### config.mk
export PLATFORM = sky130hd
export DESIGN_NAME = range_to_aligned_blocks_unit
export DESIGN_NICKNAME = d
export VERILOG_FILES = /design/src/rtl/core/rtab_pkg.sv /design/src/rtl/core/rtab_front.sv /design/src/rtl/core/rtab_queue.sv /design/src/rtl/core/rtab_back.sv /design/src/rtl/core/range_to_aligned_blocks_unit.sv
export SDC_FILE = /design/constraint.sdc
export NUM_CORES = 1
export LEC_CHECK = 0
export ABC_AREA = 1
export ABC_CLOCK_PERIOD_IN_PS = 3900
export BUFFER_PORTS_ARGS = -buffer_cell sky130_fd_sc_hd__buf_2
export CAP_MARGIN = 20
export CELL_PAD_IN_SITES_DETAIL_PLACEMENT = 0
export CELL_PAD_IN_SITES_GLOBAL_PLACEMENT = 2
export CORE_MARGIN = 3
export CORE_UTILIZATION = 24
export CTS_BUF_LIST = sky130_fd_sc_hd__clkbuf_2
export DETAILED_ROUTE_END_ITERATION = 10
export PLACE_DENSITY = 0.6
export SLEW_MARGIN = 0
export SYNTH_ARGS = -nofsm -noshare
export SYNTH_HDL_FRONTEND = slang
export SYNTH_HIERARCHICAL = 1
export SYNTH_SLANG_ARGS = --single-unit
### constraint.sdc
create_clock -name clk -period 3.9 [get_ports clk]
set_input_delay 0 -clock clk [delete_from_list [all_inputs] [get_ports clk]]
set_output_delay 0 -clock clk [all_outputs]
set_load 0.01 [all_outputs]
### src/rtl/core/rtab_pkg.sv
`default_nettype none
package rtab_pkg;

  // Width of the network number and mask fields on the ports
  localparam int FIELD_W = 16;

  // Entries in the job queue between front and back
  localparam int QUEUE_DEPTH = 2;

  // Handshake between the job queue and the block generator
  typedef struct packed {
    logic valid;
    logic stall;
  } rtab_hs_t;

endpackage
`default_nettype wire

### src/rtl/core/rtab_front.sv
`default_nettype none
module rtab_front #(
  parameter int NET_WIDTH = 16
) (
  input  wire logic                          range_valid,
  output logic                               range_stall,
  input  wire logic [rtab_pkg::FIELD_W-1:0]  range_low,
  input  wire logic [rtab_pkg::FIELD_W-1:0]  range_high,
  output logic                               job_valid,
  input  wire logic                          job_stall,
  output logic [2*NET_WIDTH+1:0]             job_data
);
  import rtab_pkg::*;

  logic [NET_WIDTH-1:0] lo;
  logic [NET_WIDTH-1:0] hi;
  logic                 err;
  logic [NET_WIDTH:0]   count;

  // Reduce both ends to the network width, flag inverted ranges and
  // size the range as hi - lo + 1 (one bit wider, so a full space fits)
  always_comb begin
    lo    = NET_WIDTH'(range_low);
    hi    = NET_WIDTH'(range_high);
    err   = lo > hi;
    count = {1'b0, hi} - {1'b0, lo} + (NET_WIDTH+1)'(1);
    if (err) begin
      count = '0;
    end
  end

  assign job_valid   = range_valid;
  assign range_stall = job_stall;
  assign job_data    = {err, lo, count};

endmodule
`default_nettype wire

### src/rtl/core/rtab_queue.sv
`default_nettype none
module rtab_queue #(
  parameter int DATA_W = 34
) (
  input  wire logic              clk,
  input  wire logic              rst,
  input  wire logic              push_valid,
  output logic                   push_stall,
  input  wire logic [DATA_W-1:0] push_data,
  output rtab_pkg::rtab_hs_t     pop_hs_valid,
  input  wire logic              pop_stall,
  output logic [DATA_W-1:0]      pop_data
);
  import rtab_pkg::*;

  localparam int PTR_W = $clog2(QUEUE_DEPTH);
  localparam int CNT_W = $clog2(QUEUE_DEPTH + 1);

  logic [DATA_W-1:0] mem [QUEUE_DEPTH];
  logic [PTR_W-1:0]  wr_ptr;
  logic [PTR_W-1:0]  rd_ptr;
  logic [CNT_W-1:0]  fill;
  logic              push;
  logic              pop;

  assign push_stall         = fill == CNT_W'(QUEUE_DEPTH);
  assign pop_hs_valid.valid = fill != '0;
  assign pop_hs_valid.stall = pop_stall;
  assign push               = push_valid && !push_stall;
  assign pop                = pop_hs_valid.valid && !pop_stall;
  assign pop_data           = mem[rd_ptr];

  always_ff @(posedge clk) begin
    if (push) begin
      mem[wr_ptr] <= push_data;
    end
  end

  always_ff @(posedge clk) begin
    if (rst) begin
      wr_ptr <= '0;
      rd_ptr <= '0;
      fill   <= '0;
    end else begin
      if (push) begin
        wr_ptr <= (wr_ptr == PTR_W'(QUEUE_DEPTH - 1)) ? '0 : wr_ptr + PTR_W'(1);
      end
      if (pop) begin
        rd_ptr <= (rd_ptr == PTR_W'(QUEUE_DEPTH - 1)) ? '0 : rd_ptr + PTR_W'(1);
      end
      unique case ({push, pop})
        2'b10:   fill <= fill + CNT_W'(1);
        2'b01:   fill <= fill - CNT_W'(1);
        default: fill <= fill;
      endcase
    end
  end

endmodule
`default_nettype wire

### src/rtl/core/rtab_back.sv
`default_nettype none
module rtab_back #(
  parameter int NET_WIDTH = 16
) (
  input  wire logic                          clk,
  input  wire logic                          rst,
  input  wire rtab_pkg::rtab_hs_t            job_hs,
  output logic                               job_stall,
  input  wire logic [2*NET_WIDTH+1:0]        job_data,
  output logic                               block_valid,
  input  wire logic                          block_stall,
  output logic [rtab_pkg::FIELD_W-1:0]       block_base,
  output logic [rtab_pkg::FIELD_W-1:0]       block_mask,
  output logic                               range_error,
  output logic                               last_block
);
  import rtab_pkg::*;

  logic                 busy;
  logic                 job_err;
  logic [NET_WIDTH:0]   cur;
  logic [NET_WIDTH:0]   remain;

  logic [NET_WIDTH:0]   align_mask;
  logic [NET_WIDTH:0]   smear;
  logic [NET_WIDTH:0]   span;
  logic [NET_WIDTH:0]   step;
  logic                 fin;
  logic                 advance;
  logic                 take;

  // Largest block aligned at cur that still fits in the remaining count:
  // alignment gives the ones below cur's lowest set bit, size gives the
  // ones below the leading one of the remaining count.
  always_comb begin
    align_mask = (cur - (NET_WIDTH+1)'(1)) & ~cur;
    smear      = remain;
    for (int s = 1; s < NET_WIDTH + 1; s = s * 2) begin
      smear = smear | (smear >> s);
    end
    span = align_mask & (smear >> 1);
    step = span + (NET_WIDTH+1)'(1);
    fin  = step == remain;
  end

  assign advance   = busy && (!block_valid || !block_stall);
  assign job_stall = busy;
  assign take      = job_hs.valid && !busy;

  always_ff @(posedge clk) begin
    if (rst) begin
      busy        <= 1'b0;
      block_valid <= 1'b0;
    end else begin
      if (take) begin
        busy <= 1'b1;
      end else if (advance && (job_err || fin)) begin
        busy <= 1'b0;
      end
      if (advance) begin
        block_valid <= 1'b1;
      end else if (!block_stall) begin
        block_valid <= 1'b0;
      end
    end
  end

  always_ff @(posedge clk) begin
    if (take) begin
      job_err <= job_data[2*NET_WIDTH+1];
      cur     <= {1'b0, job_data[2*NET_WIDTH:NET_WIDTH+1]};
      remain  <= job_data[NET_WIDTH:0];
    end else if (advance && !job_err) begin
      cur    <= cur + step;
      remain <= remain - step;
    end
  end

  always_ff @(posedge clk) begin
    if (advance) begin
      if (job_err) begin
        block_base  <= '0;
        block_mask  <= '0;
        range_error <= 1'b1;
        last_block  <= 1'b1;
      end else begin
        block_base  <= FIELD_W'(cur);
        block_mask  <= FIELD_W'(~span[NET_WIDTH-1:0]);
        range_error <= 1'b0;
        last_block  <= fin;
      end
    end
  end

`ifndef SYNTHESIS
  a_err_is_last: assert property (@(posedge clk) disable iff (rst)
    block_valid && range_error |-> last_block)
    else $error("error result not marked last");

  a_err_empty: assert property (@(posedge clk) disable iff (rst)
    block_valid && range_error |-> block_base == '0 && block_mask == '0)
    else $error("error result carries a block");

  a_remain_live: assert property (@(posedge clk) disable iff (rst)
    busy && !job_err |-> remain != '0)
    else $error("generator busy with nothing left to cover");

  a_idle_after_last: assert property (@(posedge clk) disable iff (rst)
    advance && (job_err || fin) |=> !busy || $past(take))
    else $error("generator still busy after last block");
`endif

endmodule
`default_nettype wire

### src/rtl/core/range_to_aligned_blocks_unit.sv
`default_nettype none
// Channel   Direction  Handshake                  Payload
// range     in         range_valid / range_stall  range_low, range_high
// block     out        block_valid / block_stall  block_base, block_mask,
//                                                 range_error, last_block
//
// A range that splits into k blocks is loaded from the job queue into the
// block generator, which then yields one block per cycle while the block
// channel does not stall (k is at most 2*NET_WIDTH - 2, 30 for 16 bits).
// An inverted range yields one error transaction.
// The front classifies a range in the cycle it is accepted and parks it
// in a two-entry job queue, so up to two ranges wait behind the current one.
// Reset clears the queue, the generator and the output valid.
// A stall on the block channel freezes the generator and holds the result
// register; the range channel stalls only when the job queue is full.
module range_to_aligned_blocks_unit #(
  parameter int NET_WIDTH = 16
) (
  input  wire logic                          clk,
  input  wire logic                          rst,
  input  wire logic                          range_valid,
  output logic                               range_stall,
  input  wire logic [rtab_pkg::FIELD_W-1:0]  range_low,
  input  wire logic [rtab_pkg::FIELD_W-1:0]  range_high,
  output logic                               block_valid,
  input  wire logic                          block_stall,
  output logic [rtab_pkg::FIELD_W-1:0]       block_base,
  output logic [rtab_pkg::FIELD_W-1:0]       block_mask,
  output logic                               range_error,
  output logic                               last_block
);
  import rtab_pkg::*;

  // Queue entry: error flag, range start, number count of the range
  localparam int JOB_W = 2 * NET_WIDTH + 2;

  logic             push_valid;
  logic             push_stall;
  logic [JOB_W-1:0] push_data;
  rtab_hs_t         job_hs;
  logic             job_stall;
  logic [JOB_W-1:0] job_data;

  // Front: accept a range transaction and classify it
  rtab_front #(
    .NET_WIDTH (NET_WIDTH)
  ) u_front (
    .range_valid (range_valid),
    .range_stall (range_stall),
    .range_low   (range_low),
    .range_high  (range_high),
    .job_valid   (push_valid),
    .job_stall   (push_stall),
    .job_data    (push_data)
  );

  // Decouple front and back so each side stalls on its own
  rtab_queue #(
    .DATA_W (JOB_W)
  ) u_queue (
    .clk          (clk),
    .rst          (rst),
    .push_valid   (push_valid),
    .push_stall   (push_stall),
    .push_data    (push_data),
    .pop_hs_valid (job_hs),
    .pop_stall    (job_stall),
    .pop_data     (job_data)
  );

  // Back: walk the range one aligned block per cycle while the block channel does not stall
  rtab_back #(
    .NET_WIDTH (NET_WIDTH)
  ) u_back (
    .clk         (clk),
    .rst         (rst),
    .job_hs      (job_hs),
    .job_stall   (job_stall),
    .job_data    (job_data),
    .block_valid (block_valid),
    .block_stall (block_stall),
    .block_base  (block_base),
    .block_mask  (block_mask),
    .range_error (range_error),
    .last_block  (last_block)
  );

endmodule
`default_nettype wire

Yosys cells after proc, flatten, opt, wreduce, memory -nomap -nowiden:

Memory sizes are Yosys's and may differ from the RTL's. A register that Yosys moved wholly into a read port is not among the register bits.
Cells that the tools add are included.

* eq/ne operators: 5
* divide/modulo/power cells: 0
* magnitude comparators: 1
* add/subtract/negate cells: 10
* muxes and demuxes: 17
* bitwise operators: 9
* reduce and logical (&&, ||, !) cells: 16
* $mul: 0
* shift operators: 0

Operators by type and width (number)
* 17-bit 2-to-1 mux: 3
* 17-bit by 1-bit adder with 17-bit output (second input constant): 2
* 16-bit 2-to-1 mux: 2
* 17-bit adder: 1
* 17-bit by 16-bit bitwise AND with 17-bit output: 1
* 17-bit bitwise AND: 1
* 17-bit == test: 1
* 17-bit inverter: 1
* 17-bit by 1-bit bitwise OR with 17-bit output: 1
* 17-bit by 13-bit bitwise OR with 17-bit output: 1
* 17-bit by 15-bit bitwise OR with 17-bit output: 1
* 17-bit by 16-bit bitwise OR with 17-bit output: 1
* 17-bit by 9-bit bitwise OR with 17-bit output: 1
* 16-bit by 16-bit subtractor with 17-bit output: 1
* 17-bit by 1-bit subtractor with 17-bit output (second input constant): 1
* 17-bit subtractor: 1
* 16-bit > comparator: 1
* 16-bit inverter: 1
* 1-bit 2-to-1 mux: 11
* 2-bit nonzero test: 4
* 1-bit logical AND: 5
* 1-bit logical NOT: 5
* 2-bit == test (second input constant): 2
* 2-bit one-hot mux with 2 select lines: 1
* 6 further kinds: 8

* memories: 1
* bits in registers: 75
* ROM bits: 0
* logic and storage cells: 72
* RAM bits: 68
* output and inout bits: 36
* bits of input ports: 36
* latch bits: 0

Memories
* u_queue.mem: depth 2, bits a word 34, rd ports 1, clocked after memory_dff 1, write ports 1, RTL line rtab_queue.sv:19 `logic [DATA_W-1:0] mem [QUEUE_DEPTH];`

Longest topological paths before layout:

* depth in word-level cells: 12
* mapped depth: 26
* gate-level depth less buffers: 26

By module:

Netlist, hierarchy kept.

Modules (own cells, without submodules)
* rtab_back: times used 1, cells an instance 640, sequential area each 2082.0 um2, area an instance 5087.4 um2
* rtab_queue: times used 1, cells an instance 148, sequential area each 2142.1 um2, area an instance 2866.5 um2
* rtab_front: times used 1, cells an instance 322, sequential area each 0.0 um2, area an instance 1886.8 um2

Worst setup path after synthesis:

OpenSTA, ideal clock, no wires.

* kind: reg2reg
* start: reg u_back.job_err
* end: reg u_back.cur[0] (enable)
* stages on the path, launching flop included: 3
* period minus slack after synthesis: 3.464 ns
* data required time: 3.431 ns
* arrival: 2.995 ns
* library setup time: 0.469 ns
* path buffers: 1
* setup slack: 0.436 ns
* path through: edfxtp_1 clkbuf_1 o21ai_0

* cells in the longest elaborated chain, start to end: 3

RTL lines
* start: declaration: RTL line rtab_back.sv:20 `logic job_err;`
* start signal: assignment: RTL line rtab_back.sv:70 `job_err <= job_data[2*NET_WIDTH+1];`
* 1-bit logical NOT: RTL line rtab_back.sv:73 `end else if (advance && !job_err) begin`
* 1-bit logical AND: RTL line rtab_back.sv:73
* 2-bit nonzero test (no line)
* end signal: assignment: RTL line rtab_back.sv:71 `cur <= {1'b0, job_data[2*NET_WIDTH:NET_WIDTH+1]};`
* end signal: assignment: RTL line rtab_back.sv:74 `cur <= cur + step;`
* end: declaration: RTL line rtab_back.sv:21 `logic [NET_WIDTH:0] cur;`

No other way between the ends.
A chain may end at the register's enable or synchronous reset.

Worst setup path in the final report:

* start: reg u_back.remain[15]
* end: reg u_back.cur[11], data pin

* cells in the longest elaborated chain, start to end: 10

RTL lines
* start: declaration: RTL line rtab_back.sv:22 `logic [NET_WIDTH:0] remain;`
* start signal: assignment: RTL line rtab_back.sv:72 `remain <= job_data[NET_WIDTH:0];`
* start signal: assignment: RTL line rtab_back.sv:75 `remain <= remain - step;`
* 17-bit by 16-bit bitwise OR with 17-bit output: RTL line rtab_back.sv:39 `smear = smear | (smear >> s);`
* 17-bit by 15-bit bitwise OR with 17-bit output: RTL line rtab_back.sv:39
* 17-bit by 13-bit bitwise OR with 17-bit output: RTL line rtab_back.sv:39
* 17-bit by 9-bit bitwise OR with 17-bit output: RTL line rtab_back.sv:39
* 17-bit by 1-bit bitwise OR with 17-bit output: RTL line rtab_back.sv:39
* 17-bit by 16-bit bitwise AND with 17-bit output: RTL line rtab_back.sv:41 `span = align_mask & (smear >> 1);`
* 17-bit by 1-bit adder with 17-bit output: RTL line rtab_back.sv:42 `step = span + (NET_WIDTH+1)'(1);`
* 17-bit adder: RTL line rtab_back.sv:74
* 16-bit 2-to-1 mux: RTL line rtab_back.sv:73
* 16-bit 2-to-1 mux: RTL line rtab_back.sv:69 `if (take) begin`

No other way between the ends. The select of a mux whose other input is x is not followed.

==> reports/metrics.cfg <==
[grt]
grt_pass1_wl_mm = 41.59
overflow = 0
grt_max_degree = 35
antenna_found_initial = 1
grt_pass1_vias = 7445
grt_usage_pct = 12.14

[clocking]
ctsRootBufferMaster = clkbuf_2
cts_htree_levels = 4
clock-sinks = 143
cts_buffers = 17
clockBufferDepth = 2
path_clk_slew_ns = 0.23
cts_tree = built
clk_latency_ns = 0.77

[worst_hold_path]
min-delay-start = range_high[8]
whs_path_depth = 6
min_delay_worst_endpoint = u_queue/mem[1][9]
hp-class = in2reg

[timing]
worst_slew_pin_slew_ns = 1.046
hold_viol_final = 0
finClkSkew_ns = 0.05285
setup_viol = 0
period_share_pct = 92.94
fmax_ghz = 0.2759
drv_slew = 0
setup_tns_ns = 0
relSlewSlack_pct = 30.12
period_minus_slack_ns = 3.625
rsz0062_at_grt = no

[power_and_ir_drop]
leakage_nw = 5.278
power_density_nw_per_um2 = 690.4
power_w = 0.008005
peakVddDrop_v = 0.0002432

[detailed_routing]
post_drt_via_cell_ratio = 4.116
wl_mm = 26.01
ant_nets = 0
dr.pass1.iters = 4
num_vias = 7315
drc = 0
routedWlPerCell_um = 14.64
drt_iter0_markers = 245

[job]
cap_viol_max_count = 0

[synthesis]
yosysWarnings = 6
netlist_area_um2 = 9833
synth_cells = 1109
avgSynthCellArea_um2 = 8.867
syn_nets = 1229

[die]
rows = 73
die_area_um2 = 43440
core_um2 = 40100
die_w_um = 208.4
initial_core_util_pct = 24.52
pin_count = 72
fp.dieH_um = 208.4

[layout]
fillers = 4344
drive_above_1_share_pct = 19.50
fin_nets = 1358
area_growth_pct = 17.90

[worst_setup_path]
worstPathRequired_ns = 4.46
crit_fanout = 5
r2r_start = u_back/remain[15]
critPathLaunchType = register
r2r_cells = 21
r2r_end = u_back/cur[11]
ff2ff_setup_slack_ns = 0.28
crit_path_end_kind = register
critPathKind = reg2reg
cp.arrival_ns = 4.18

[place]
gp_congestion = 0.8592
port-buffer-count = 71
dpl.hpwl_mm = 20.78

[status]
outcome = finished clean

per-layer routing:
layer	vias up	share of wire [%]	GRT usage, %
met5	-	0	0
met4	0	1.6	3.674
met3	21	2.0	1.448
met2	94	47	20.52
met1	3307	49	16.29
li1	3893	-	-
how the worst max path moves through the flow:
stage / startpoint / end
2_1_floorplan: u_back/job_err / u_back/cur[0]
3_3_place_gp: u_back/remain[13] / u_back/remain[13]
3_5_place_dp: u_back/remain[15] / u_back/remain[13]
4_1_cts: u_back/remain[16] / u_back/remain[13]
5_1_grt: u_back/remain[10] / u_back/remain[12]
6_report: u_back/remain[15] / u_back/cur[11]
flip-flops by register name (all words and copies together) (netlist names), named ones only:
name                flops
u_queue/mem            68
u_back/remain          17
u_back/block_base      16
u_back/block_mask      16
u_back/cur             16
u_queue/fill            2
u_back/block_valid      1
u_back/job_err          1
u_back/job_stall        1
u_back/last_block       1
u_back/range_error      1
u_queue/rd_ptr          1
u_queue/wr_ptr          1
cell type report:
type / count / area, um^2 / share of cell area (%)
inverter: 169 / 636.9 / 5.493
tap: 525 / 656.9 / 5.666
timing repair buffer: 143 / 1016 / 8.763
antenna: 1 / 2.502 / 0.02158
multi-input combinational: 764 / 4798 / 41.39
sequential: 143 / 4225 / 36.45
clock inverter: 13 / 162.7 / 1.403
clock buffer: 19 / 95.09 / 0.8202
where the power goes:
part | leakage [nW] | internal, W | switching (W)
combinational | 3.78 | 0.00159 | 0.00264
clock | 0.153 | 0.000367 | 0.000602
sequential | 1.35 | 0.00247 | 0.000334
layout by cell type, fill, tap and decap left out, types with 4 or more instances in the layout:
| master | instances |
|---|---|
| nand2_1 | 248 |
| inv_1 | 159 |
| edfxtp_1 | 136 |
| nor2_1 | 116 |
| ha_1 | 79 |
| buf_2 | 71 |
| nand3_1 | 59 |
| a21oi_1 | 56 |
| dlygate4sd3_1 | 48 |
| mux2_4 | 30 |
| o21ai_0 | 27 |
| buf_4 | 24 |
| clkbuf_2 | 19 |
| nand2_2 | 16 |
| nor2_4 | 10 |
| or2_2 | 10 |
| nand4_1 | 10 |
| xnor2_1 | 9 |
| nor3_1 | 8 |
| inv_2 | 8 |
| nor2_2 | 7 |
| o21ai_1 | 7 |
| nand2_4 | 6 |
| a21oi_2 | 6 |
| dfxtp_1 | 6 |
| xor2_2 | 5 |
| a31oi_1 | 5 |
| o21bai_1 | 5 |
| nand3b_1 | 5 |
| o21ai_2 | 4 |
| mux2_2 | 4 |
metrics by stage:
step | utilization, % | setup slack (ns) | area (um^2) | instances | hold slack, ns
2_1_floorplan | - | 0.4365 | 9833 | 1109 | 0.06907
3_3_place_gp | 26.81 | 0.1552 | 10750 | 1691 | 0.2010
3_5_place_dp | 26.81 | 0.1164 | 10750 | 1691 | 0.2061
4_1_cts | 28.65 | 0.02209 | 11490 | 1771 | 0.005208
5_1_grt | 28.91 | 0.0005502 | 11590 | 1777 | 0.02141
6_report | 28.91 | 0.2754 | 11590 | 1777 | 0.08797
worst max-delay path: stages (launching register included):
cell	delay (ns)
edfxtp_1	0.49
nor2_4	0.22
nand2_4	0.11
nor2_8	0.16
nand2_4	0.06
nor2_2	0.11
inv_1	0.06
nor2_2	0.09
nor2_1	0.08
ha_2	0.23
xor2_2	0.20
inv_1	0.06
ha_1	0.35
a21oi_2	0.18
nand2_1	0.11
nand2_1	0.08
nand3_1	0.21
nand2_2	0.15
o21bai_1	0.10
or2_2	0.28
nand3_1	0.07
nand2_1	0.05
repair_timing:
item                                    4_1_cts  5_1_grt
endpoints found under the hold margin       196        0
buffers inserted                              0        5
endpoints found under the setup margin        0       19
hold buffers                                 48        0
resized for setup                             0       16
(Power assumes the default switching activity.)
